==> src/rtl/mbet_pkg.sv <==
// Shared types, widths, constants and helpers for the Mandelbrot escape-time block.
package mbet_pkg;

    // Fixed-point word and derived widths.
    localparam int W          = 32;
    localparam int FRAC_BITS  = 27;
    localparam int PIXEL_BITS = 12;
    localparam int STEP_W     = W - 1;
    localparam int CNT_W      = 10;
    localparam int GRAY_W     = 8;
    localparam int PROD_W     = 2 * W;
    localparam int SQ_W       = PROD_W - FRAC_BITS;
    localparam int ACC_W      = SQ_W + 1;
    localparam int DVD_W      = CNT_W + GRAY_W;
    localparam int DSR_W      = CNT_W + GRAY_W - 1;
    localparam int DSTEP_W    = $clog2(GRAY_W);
    localparam int CFG_IDX_W  = 3;

    // Escape threshold, four at the working scale.
    localparam logic signed [ACC_W-1:0] FOUR = ACC_W'(4) << FRAC_BITS;

    // Saturation bounds of the 32-bit word, seen in product width.
    localparam logic signed [PROD_W-1:0] SAT_HI = {{(PROD_W-W+1){1'b0}}, {(W-1){1'b1}}};
    localparam logic signed [PROD_W-1:0] SAT_LO = {{(PROD_W-W+1){1'b1}}, {(W-1){1'b0}}};

    // Register reset values.
    localparam logic signed [W-1:0]  ORIGIN_RE_RST = -32'sd268435456;
    localparam logic signed [W-1:0]  ORIGIN_IM_RST = -32'sd134217728;
    localparam logic [STEP_W-1:0]    STEP_RE_RST   = 31'd393216;
    localparam logic [STEP_W-1:0]    STEP_IM_RST   = 31'd372827;
    localparam logic [CNT_W-1:0]     MAX_ITER_RST  = 10'd100;

    // Configuration register indices.
    typedef enum logic [CFG_IDX_W-1:0] {
        CFG_ORIGIN_RE = 3'd0,
        CFG_ORIGIN_IM = 3'd1,
        CFG_STEP_RE   = 3'd2,
        CFG_STEP_IM   = 3'd3,
        CFG_MAX_ITER  = 3'd4
    } t_cfg_idx;

    // Handshake between the sequencer and the gray-level divider.
    typedef struct packed {
        logic             start;
        logic [CNT_W-1:0] count;
        logic [CNT_W-1:0] limit;
    } t_div_req;

    typedef struct packed {
        logic              done;
        logic [GRAY_W-1:0] gray;
    } t_div_rsp;

    // Clamp a wide signed value to the 32-bit signed range.
    function automatic logic signed [W-1:0] sat_w(input logic signed [PROD_W-1:0] v);
        logic signed [W-1:0] res;
        if (v > SAT_HI) begin
            res = SAT_HI[W-1:0];
        end else if (v < SAT_LO) begin
            res = SAT_LO[W-1:0];
        end else begin
            res = v[W-1:0];
        end
        return res;
    endfunction

endpackage

==> src/rtl/mbet_gray_div.sv <==
// Restoring divider that forms floor(255 * count / limit), one quotient bit per cycle.
module mbet_gray_div
    import mbet_pkg::*;
(
    input  logic     i_clk,
    input  logic     i_rst_n,
    input  t_div_req i_req,
    output t_div_rsp o_rsp
);

    logic               r_busy;
    logic               r_done;
    logic               r_zero;
    logic [DVD_W-1:0]   r_rem;
    logic [DSR_W-1:0]   r_dsr;
    logic [GRAY_W-1:0]  r_quo;
    logic [DSTEP_W-1:0] r_step;
    logic [DVD_W:0]     w_trial;

    // Trial subtraction of the shifted divisor.
    assign w_trial = {1'b0, r_rem} - (DVD_W+1)'(r_dsr);

    // Quotient bits are produced from the most significant down.
    always_ff @(posedge i_clk) begin
        if (!i_rst_n) begin
            r_busy <= 1'b0;
            r_done <= 1'b0;
            r_step <= '0;
        end else begin
            // Done pulses for one cycle after the last quotient bit.
            r_done <= r_busy && !i_req.start && (r_step == DSTEP_W'(GRAY_W - 1));
            if (i_req.start) begin
                r_busy <= 1'b1;
                r_step <= '0;
                r_zero <= (i_req.limit == '0);
                r_rem  <= {i_req.count, {GRAY_W{1'b0}}} - DVD_W'(i_req.count);
                r_dsr  <= {i_req.limit, {(GRAY_W-1){1'b0}}};
                r_quo  <= '0;
            end else if (r_busy) begin
                if (!w_trial[DVD_W]) begin
                    r_rem <= w_trial[DVD_W-1:0];
                end
                r_quo <= {r_quo[GRAY_W-2:0], ~w_trial[DVD_W]};
                r_dsr <= r_dsr >> 1;
                r_step <= r_step + 1'b1;
                if (r_step == DSTEP_W'(GRAY_W - 1)) begin
                    r_busy <= 1'b0;
                end
            end
        end
    end

    // A zero limit gives a zero gray level.
    assign o_rsp.done = r_done;
    assign o_rsp.gray = r_zero ? '0 : r_quo;

endmodule

==> src/rtl/mandelbrot_escape_time_top.sv <==
// Top level of the Mandelbrot escape-time evaluator: sequencer, shared multiplier and ports.
//
//  Channel   Direction  Contents
//  s_axis    in         pixel transaction: column, row
//  m_axis    out        result transaction: iteration count, escaped flag, gray level
//  i_cfg_*   in         register writes: origin, step and iteration limit
//
// The single 32x32 multiplier is used three times in each iteration of the states S_XX,
// S_YY, S_XY and S_UPD and so sets the pace of a pixel; the gray-level division holds
// the sequencer in S_DIV until the divider reports done.
// Reset is synchronous and active low and restores the register reset values.
// A new pixel is taken while an earlier result still waits on m_axis; the block
// holds a finished result until the output register is free.
module mandelbrot_escape_time_top
    import mbet_pkg::*;
(
    input  logic                 i_clk,
    input  logic                 i_rst_n,
    input  logic                 s_axis_tvalid,
    output logic                 s_axis_tready,
    input  logic [23:0]          s_axis_tdata,   // [11:0] pixel_column, [23:12] pixel_row
    output logic                 m_axis_tvalid,
    input  logic                 m_axis_tready,
    output logic [23:0]          m_axis_tdata,   // [9:0] iteration_count, [10] escaped,
                                                 // [18:11] gray_level, [23:19] zero
    input  logic                 i_cfg_we,
    input  logic [CFG_IDX_W-1:0] i_cfg_idx,
    input  logic [W-1:0]         i_cfg_data
);

    typedef enum logic [3:0] {
        S_IDLE, S_CRE, S_CIM, S_CSET, S_XX, S_YY, S_XY, S_UPD, S_DIV, S_FIN
    } t_state;

    t_state                     r_state;
    logic signed [W-1:0]        r_origin_re;
    logic signed [W-1:0]        r_origin_im;
    logic [STEP_W-1:0]          r_step_re;
    logic [STEP_W-1:0]          r_step_im;
    logic [CNT_W-1:0]           r_max_iter;
    logic [PIXEL_BITS-1:0]      r_col;
    logic [PIXEL_BITS-1:0]      r_row;
    logic signed [W-1:0]        r_cre;
    logic signed [W-1:0]        r_cim;
    logic signed [W-1:0]        r_x;
    logic signed [W-1:0]        r_y;
    logic signed [SQ_W-1:0]     r_xx;
    logic signed [SQ_W-1:0]     r_yy;
    logic signed [PROD_W-1:0]   r_prod;
    logic [CNT_W-1:0]           r_count;
    logic                       r_outside;
    logic                       r_div_start;
    logic                       r_m_valid;
    logic [CNT_W-1:0]           r_m_count;
    logic                       r_m_escaped;
    logic [GRAY_W-1:0]          r_m_gray;

    logic signed [W-1:0]        w_mul_a;
    logic signed [W-1:0]        w_mul_b;
    logic signed [PROD_W-1:0]   w_prod;
    logic signed [PROD_W-1:0]   w_sq_sh;
    logic signed [PROD_W-1:0]   w_xy_sh;
    logic signed [ACC_W-1:0]    w_mag;
    logic signed [W-1:0]        w_nx;
    logic signed [W-1:0]        w_ny;
    logic                       w_in_acc;
    logic                       w_out_free;
    t_div_req                   w_div_req;
    t_div_rsp                   w_div_rsp;

    // Shared multiplier: operands follow the sequencer step.
    always_comb begin
        case (r_state)
            S_CRE: begin
                w_mul_a = $signed({1'b0, r_step_re});
                w_mul_b = $signed(W'(r_col));
            end
            S_CIM: begin
                w_mul_a = $signed({1'b0, r_step_im});
                w_mul_b = $signed(W'(r_row));
            end
            S_XX: begin
                w_mul_a = r_x;
                w_mul_b = r_x;
            end
            S_YY: begin
                w_mul_a = r_y;
                w_mul_b = r_y;
            end
            S_XY: begin
                w_mul_a = r_x;
                w_mul_b = r_y;
            end
            default: begin
                w_mul_a = '0;
                w_mul_b = '0;
            end
        endcase
    end

    assign w_prod = w_mul_a * w_mul_b;

    // Arithmetic shifts round towards minus infinity.
    assign w_sq_sh = r_prod >>> FRAC_BITS;
    assign w_xy_sh = r_prod >>> (FRAC_BITS - 1);

    // Magnitude test and the next point of the orbit.
    assign w_mag = ACC_W'(r_xx) + ACC_W'(r_yy);
    assign w_nx  = sat_w(PROD_W'(r_xx) - PROD_W'(r_yy) + PROD_W'(r_cre));
    assign w_ny  = sat_w(w_xy_sh + PROD_W'(r_cim));

    assign w_in_acc   = s_axis_tvalid && s_axis_tready;
    assign w_out_free = !r_m_valid || m_axis_tready;

    // Gray-level divider.
    assign w_div_req.start = r_div_start;
    assign w_div_req.count = r_count;
    assign w_div_req.limit = r_max_iter;

    mbet_gray_div u_div (
        .i_clk   (i_clk),
        .i_rst_n (i_rst_n),
        .i_req   (w_div_req),
        .o_rsp   (w_div_rsp)
    );

    // Configuration registers.
    always_ff @(posedge i_clk) begin
        if (!i_rst_n) begin
            r_origin_re <= ORIGIN_RE_RST;
            r_origin_im <= ORIGIN_IM_RST;
            r_step_re   <= STEP_RE_RST;
            r_step_im   <= STEP_IM_RST;
            r_max_iter  <= MAX_ITER_RST;
        end else if (i_cfg_we) begin
            case (i_cfg_idx)
                CFG_ORIGIN_RE: r_origin_re <= $signed(i_cfg_data);
                CFG_ORIGIN_IM: r_origin_im <= $signed(i_cfg_data);
                CFG_STEP_RE:   r_step_re   <= i_cfg_data[STEP_W-1:0];
                CFG_STEP_IM:   r_step_im   <= i_cfg_data[STEP_W-1:0];
                CFG_MAX_ITER:  r_max_iter  <= i_cfg_data[CNT_W-1:0];
                default: ;
            endcase
        end
    end

    // Sequencer with the orbit registers and the output register.
    always_ff @(posedge i_clk) begin
        if (!i_rst_n) begin
            r_state     <= S_IDLE;
            r_div_start <= 1'b0;
            r_m_valid   <= 1'b0;
        end else begin
            // The division starts once the orbit has stopped, by limit or by escape.
            r_div_start <= ((r_state == S_XX) && (r_count >= r_max_iter))
                        || ((r_state == S_UPD) && (w_mag >= FOUR));
            r_prod      <= w_prod;
            // A result leaves unless a new one replaces it in the same cycle.
            if (r_m_valid && m_axis_tready && (r_state != S_FIN)) begin
                r_m_valid <= 1'b0;
            end
            case (r_state)
                S_IDLE: begin
                    if (w_in_acc) begin
                        r_col   <= s_axis_tdata[PIXEL_BITS-1:0];
                        r_row   <= s_axis_tdata[12 +: PIXEL_BITS];
                        r_state <= S_CRE;
                    end
                end
                S_CRE: begin
                    r_state <= S_CIM;
                end
                S_CIM: begin
                    r_cre   <= sat_w(PROD_W'(r_origin_re) + r_prod);
                    r_state <= S_CSET;
                end
                S_CSET: begin
                    r_cim     <= sat_w(PROD_W'(r_origin_im) + r_prod);
                    r_x       <= '0;
                    r_y       <= '0;
                    r_count   <= '0;
                    r_outside <= 1'b0;
                    r_state   <= S_XX;
                end
                S_XX: begin
                    if (r_count >= r_max_iter) begin
                        r_state <= S_DIV;
                    end else begin
                        r_state <= S_YY;
                    end
                end
                S_YY: begin
                    r_xx    <= w_sq_sh[SQ_W-1:0];
                    r_state <= S_XY;
                end
                S_XY: begin
                    r_yy    <= w_sq_sh[SQ_W-1:0];
                    r_state <= S_UPD;
                end
                S_UPD: begin
                    if (w_mag >= FOUR) begin
                        r_outside <= 1'b1;
                        r_state   <= S_DIV;
                    end else begin
                        r_x     <= w_nx;
                        r_y     <= w_ny;
                        r_count <= r_count + 1'b1;
                        r_state <= S_XX;
                    end
                end
                S_DIV: begin
                    if (w_div_rsp.done) begin
                        r_state <= S_FIN;
                    end
                end
                S_FIN: begin
                    // The divider holds its quotient until the next start.
                    if (w_out_free) begin
                        r_m_valid   <= 1'b1;
                        r_m_count   <= r_count;
                        r_m_escaped <= r_outside;
                        r_m_gray    <= w_div_rsp.gray;
                        r_state     <= S_IDLE;
                    end
                end
                default: begin
                    r_state <= S_IDLE;
                end
            endcase
        end
    end

    // Port drive.
    assign s_axis_tready = (r_state == S_IDLE);
    assign m_axis_tvalid = r_m_valid;
    assign m_axis_tdata  = {5'd0, r_m_gray, r_m_escaped, r_m_count};

endmodule

==> config.mk <==
export PLATFORM = sky130hd
export DESIGN_NAME = mandelbrot_escape_time_top
export DESIGN_NICKNAME = d
export VERILOG_FILES = /design/src/rtl/mbet_pkg.sv /design/src/rtl/mbet_gray_div.sv /design/src/rtl/mandelbrot_escape_time_top.sv
export SDC_FILE = /design/constraint.sdc
export NUM_CORES = 2
export LEC_CHECK = 0
export BUFFER_PORTS_ARGS = -buffer_cell sky130_fd_sc_hd__buf_2
export CORE_MARGIN = 5
export CORE_UTILIZATION = 50
export CTS_BUF_LIST = sky130_fd_sc_hd__clkbuf_16
export DETAILED_ROUTE_END_ITERATION = 10
export GPL_TIMING_DRIVEN = 1
export PLACE_DENSITY = 0.71
export SYNTH_ARGS = -nofsm -noshare
export SYNTH_HDL_FRONTEND = slang
export SYNTH_SLANG_ARGS = --single-unit
export TNS_END_PERCENT = 30
==> constraint.sdc <==
create_clock -name i_clk -period 18.27 [get_ports i_clk]
set_clock_uncertainty 0.05 [all_clocks]
set_input_delay 2.7405 -clock i_clk [delete_from_list [all_inputs] [get_ports i_clk]]
set_output_delay 2.7405 -clock i_clk [all_outputs]
set_load 0.05 [all_outputs]
=== After elaboration in Yosys (flattened, before gate mapping) ===
Cells that the tools add are included.

* Flip-flop bits (word level): 511
* Input bits: 64
* Output and inout bits: 26
* Logic and storage cells: 144

* Add/sub/neg operators: 10
* $mul: 1
* $lt $le $gt $ge: 10
* Equal/unequal tests: 21
* Mux-type cells: 34
* Bitwise logic cells: 2
* Reduce and logical (&&, ||, !) cells: 36

{| class="wikitable"
|+ Operators with widths
! operator !! count
|-
| two-way mux 32 bit || 8
|-
| case mux 32 bit (4 select lines) || 2
|-
| adder 32 x 64 -> 64 bit || 2
|-
| > comparator 64 x 32 -> 1 bit (second input constant) || 2
|-
| < comparator 64 x 32 -> 1 bit (second input constant) || 2
|-
| case mux 32 bit (2 select lines) || 2
|-
| adder 38 x 32 -> 39 bit || 2
|-
| > comparator 39 x 32 -> 1 bit (second input constant) || 2
|-
| < comparator 39 x 32 -> 1 bit (second input constant) || 2
|-
| multiplier 32 x 32 -> 64 bit || 1
|-
| two-way mux 18 bit || 3
|-
| case mux 4 bit (10 select lines) || 1
|-
| adder 37 x 37 -> 38 bit || 1
|-
| >= comparator 38 x 31 -> 1 bit (second input constant) || 1
|-
| subtractor 37 x 37 -> 38 bit || 1
|-
| two-way mux 17 bit || 2
|-
| AND reduction 2 bit || 11
|-
| two-way mux 4 bit || 5
|-
| case mux 10 bit (2 select lines) || 1
|-
| subtractor 18 x 17 -> 19 bit || 1
|-
| AND reduction 3 bit || 6
|-
| subtractor 18 x 10 -> 18 bit || 1
|-
| == test 4 x 3 -> 1 bit (second input constant) || 4
|-
| adder 10 x 1 -> 10 bit (second input constant) || 1
|-
| other kinds (24) || 50
|}

=== Longest topological paths before layout ===
* Word-level depth: 7
* Gate-level depth with buffers: 38
* Mapped depth without buffers: 33

=== By module ===
A second synthesis with hierarchy kept.

* Cell total of the unflattened synthesis: 7709
* Area total of the unflattened synthesis: 70003.4 µm²

{| class="wikitable"
|+ By module, submodules not included
! module !! instances !! cells each !! area an instance (µm²)
|-
| mandelbrot_escape_time_top || 1 || 7377 || 66765.3
|-
| mbet_gray_div || 1 || 332 || 3238.1
|}

=== Worst setup path before layout ===
Ideal clock, no wire load.

* Path type: reg2reg
* From: register r_state[1]
* To: register r_prod[56], data pin
* Setup time: 0.268 ns
* Arrival time: 9.740 ns
* Data required time: 17.952 ns
* Setup slack: 8.212 ns
* Cell stages (with the launch flop): 33
* Period minus slack after synthesis: 10.058 ns
* Cells stage by stage: dfxtp_1 > clkbuf_1 > nor4b_1 > clkbuf_1 > clkbuf_1 > buf_1 > nand2_1 > nand4_1 > clkbuf_1 > nand2_1 > fa_1 > inv_1 > fa_1 > inv_1 > fa_1 > fa_1 > inv_1 > fa_1 > fa_1 > fa_1 > fa_1 > ha_1 > nand3_1 > or3_1 > or4_1 > a211oi_1 > nor3_1 > o31a_1 > o211ai_1 > a31o_2 > a31o_2 > mux2i_1 > a211oi_1

* Cells in the longest elaborated chain, start to end: 4
* Elaborated cells on any way between the ends: 10
* Classes of those cells: 1 x mul; 5 x eq/ne; 2 x mux; 2 x reduce/logical

{| class="wikitable"
|+ Ends and longest elaborated chain
! element !! line !! source
|-
| start: declaration || mandelbrot_escape_time_top.sv:35 || <nowiki>t_state r_state;</nowiki>
|-
| start signal: assignment || mandelbrot_escape_time_top.sv:150 || <nowiki>r_state <= S_IDLE;</nowiki>
|-
| start signal: assignment || mandelbrot_escape_time_top.sv:167 || <nowiki>r_state <= S_CRE;</nowiki>
|-
| start signal: assignment || mandelbrot_escape_time_top.sv:171 || <nowiki>r_state <= S_CIM;</nowiki>
|-
| == test 4 x 3 -> 1 bit || mandelbrot_escape_time_top.sv:73 || <nowiki>case (r_state)</nowiki>
|-
| OR reduction 2 bit (no source line) || -- ||
|-
| case mux 32 bit (4 select lines) || mandelbrot_escape_time_top.sv:73 ||
|-
| multiplier 32 x 32 -> 64 bit * || mandelbrot_escape_time_top.sv:101 || <nowiki>assign w_prod = w_mul_a * w_mul_b;</nowiki>
|-
| named net w_prod[56] || mandelbrot_escape_time_top.sv:60 || <nowiki>logic signed [PROD_W-1:0] w_prod;</nowiki>
|-
| end signal: assignment || mandelbrot_escape_time_top.sv:157 || <nowiki>r_prod <= w_prod;</nowiki>
|-
| end: declaration || mandelbrot_escape_time_top.sv:49 || <nowiki>logic signed [PROD_W-1:0] r_prod;</nowiki>
|}

The timed path passes the listed nets; every way through them passes the cells marked *.
A chain may end at the register's enable or synchronous reset.

=== Worst setup path after layout ===
* From: register r_state[2]
* To: register r_prod[62], data pin

Same word-level chain as after synthesis.

==> flow_summary.json <==
{
  "crit_path_max_fanout": 42,
  "ys_ff_latch": 511,
  "fillCellCount": 12800,
  "synth_top_area_share_pct": 31.5,
  "endpoint_kind": "register",
  "h-tree-depth": 2,
  "yosysTopAreaCell": "fa_1",
  "pin_count": 90,
  "cp.arrival_ns": 12.19,
  "hpwl_mm": 185,
  "critPathLaunchType": "register",
  "ys_types": 106,
  "holdCritPathClass": "register to register",
  "cts_root_buf": "clkbuf_16",
  "maxSlewHeadroom_pct": 14.3,
  "yosysWarnings": 0,
  "synthArstFlopShare_pct": 0,
  "synthTopCellsByCount": "inv_1 (1212), fa_1 (1124), nand2_1 (1111), nor2_1 (728), ha_1 (457)",
  "cts_inserted_buffers": 56,
  "cts_tree": "yes",
  "drive_above_1_share_pct": 5.42,
  "synthFlopType": "edfxtp_1",
  "fmax_mhz": 84.4,
  "clock_path_buffers": 3,
  "insertion_delay_ns": 0.67,
  "grt_pass1_vias": 59300,
  "grt-ovfl-total": 0,
  "yosysMostFrequentCell": "inv_1",
  "drcViolationCount": 0,
  "final_hold_viol_count": 0,
  "multi_input_area_sq_mm": 0.0516,
  "slew_violations": 0,
  "dpl_cell_area_sq_mm": 0.0737,
  "setup_viol": 0,
  "leakagePower_nw": 34.5,
  "crit_type": "register to register",
  "drt_iter0_drc": 6172,
  "initial_core_util_pct": 50.4,
  "cap_violations": 0,
  "gp_congestion": 0.988,
  "power_density_mw_per_mm2": 57.8,
  "worstMarginPinSlew_ns": 1.29,
  "wirelength_mm": 235,
  "grt_max_degree": 75,
  "status": "finished, final reports clean",
  "rsz0062_at_grt": "false",
  "antenna_found_initial": 16,
  "finalCritPeriodShare_pct": 64.8,
  "avgRoutedWirePerCell_microns": 24.1,
  "clk_pin_slew_ns": 0.07,
  "postCtsSetupBuffers": 0,
  "drt.antenna.violating_nets": 0,
  "fp.dieArea_sq_mm": 0.150,
  "syn_avg_cell_area_sq_um": 9.00,
  "synth_cells": 7928,
  "finalSetupTns_ns": 0,
  "core_sq_mm": 0.142,
  "synth_area_sq_mm": 0.0713,
  "rows": 138,
  "cts-resized-gates": 0,
  "synth_edf_count": 364,
  "seq_area_sq_mm": 0.0139,
  "yosysSeqAreaShare_pct": 19.4,
  "dieHeight_microns": 388,
  "fin_crit_ns": 11.84,
  "fp.dieW_microns": 388,
  "nets": 9460,
  "irDropWorstVdd_mv": 0.100,
  "vias": 59100,
  "portBuffers": 84,
  "area_growth_pct": 5.97,
  "grt_use_total_pct": 31.0,
  "viasPerCell": 6.05,
  "drt_pass1_iterations": 8,
  "cts_hold_buf": 0,
  "numClockSinks": 511,
  "final_cell_area_sq_mm": 0.0756,
  "cp.required_ns": 18.62,
  "grt_pass1_wl_mm": 358,
  "netlist_top_cells_area": "fa_1 (32%), edfxtp_1 (15%), ha_1 (8.0%)"
}
per-layer routing:
metal / GRT usage, % / up-vias / share of wire (%)
met5: 0 / - / 0.025
met4: 15.7 / 8 / 6.2
met3: 7.45 / 689 / 11
met2: 47.4 / 3181 / 44
met1: 41.4 / 29500 / 39
li1: - / 25700 / -
power by group:
part | internal [W] | switching, W | total, W
combinational | 0.000576 | 0.00122 | 0.00179
sequential | 0.00132 | 0.0000948 | 0.00142
clock | 0.000640 | 0.000524 | 0.00116
total | 0.00254 | 0.00183 | 0.00437
flip-flops by register name (all words and copies together) (netlist names), 18 cells and up:
signal,count
u_div.r_rem,18
r_prod,64
r_origin_im,32
r_step_im,31
r_x,32
r_origin_re,32
r_xx,37
r_cim,32
r_y,32
r_step_re,31
r_cre,32
r_yy,37
worst max-delay path, stage by stage (launching register included):
cell and delay [ns]:
dfxtp_1 0.58, nand2b_1 0.30, nor2_4 0.38, buf_4 0.53, a22o_1 0.46, clkinv_1 0.97
nor2_1 0.39, fa_1 0.48, fa_1 0.47, fa_1 0.52, fa_1 0.43, fa_1 0.52
fa_1 0.43, fa_1 0.57, fa_1 0.44, ha_1 0.40, a211oi_1 0.36, nand2_1 0.16
a2111oi_0 0.45, clkbuf_2 0.24, o211ai_1 0.09, nor3_1 0.84, o31a_1 0.34, o211ai_1 0.16
a31o_2 0.30, a31o_2 0.30, o311a_1 0.33
layout make-up:
class / instances / area share, %
multi-input cells: 5831 / 68.3
flip-flops and latches: 511 / 18.4
inverters: 1215 / 6.04
well taps: 1890 / 3.13
clock buffers: 60 / 1.99
repair buffers: 200 / 1.71
clock inverters: 46 / 0.462
diodes: 16 / 0.0530
worst paths after layout:
check                end  cells after the start  slack (ns)       start
max           r_prod[62]                     26        6.43  r_state[2]
min          r_m_escaped                      0        0.38   r_outside
max reg2reg   r_prod[62]                     26        6.43  r_state[2]
min reg2reg  r_m_escaped                      0        0.38   r_outside
cells by family (layout without fill, tap and decap cells):
kind of cell,count (synthesis),after routing,share of synthesized area [%]
fa+ha+maj,1581,1581,39.6
simple gates,2485,2485,15.2
buf+inv,1590,1521,8.51
mux,20,20,0.284
flops,511,511,19.4
other cells,1,21,0.00526
xor+xnor,245,245,3.02
compound gates,1495,1495,13.9
stage by stage:
| step | utilization [%] | total power, W | cells | hold WS [ns] | setup WS [ns] |
|---|---|---|---|---|---|
| after global placement | 52.1 | 0.00314 | 9646 | 0.356 | 6.36 |
| after CTS | 53.4 | 0.00433 | 9752 | 0.383 | 6.13 |
| after floorplan | - | 0.00255 | 7932 | 0.350 | 8.21 |
| after detailed placement | 52.1 | 0.00317 | 9646 | 0.368 | 6.19 |
| after global routing | 53.4 | 0.00456 | 9755 | 0.386 | 5.92 |
| final | 53.4 | 0.00437 | 9769 | 0.380 | 6.43 |
cell usage in the layout, fill, tap and decap left out, types with 49 or more instances in the layout:
| master | synthesis | layout |
|---|---|---|
| nand3_1 | 119 | 118 |
| fa_1 | 1124 | 1124 |
| nor3_1 | 88 | 85 |
| nand2_1 | 1111 | 1111 |
| buf_2 | 16 | 83 |
| o21ai_0 | 275 | 275 |
| nor2_1 | 728 | 721 |
| xor2_1 | 97 | 97 |
| nand4_1 | 62 | 62 |
| a22oi_1 | 87 | 75 |
| buf_4 | 11 | 116 |
| ha_1 | 457 | 457 |
| and2_1 | 63 | 63 |
| a21oi_1 | 423 | 423 |
| a21o_1 | 188 | 188 |
| clkbuf_16 | 0 | 60 |
| edfxtp_1 | 364 | 364 |
| nand2b_1 | 50 | 50 |
| dfxtp_1 | 147 | 146 |
| inv_1 | 1212 | 1220 |
| xnor2_1 | 147 | 147 |
| o211ai_1 | 49 | 49 |
Note: power is estimated with default switching activity, not from simulation.
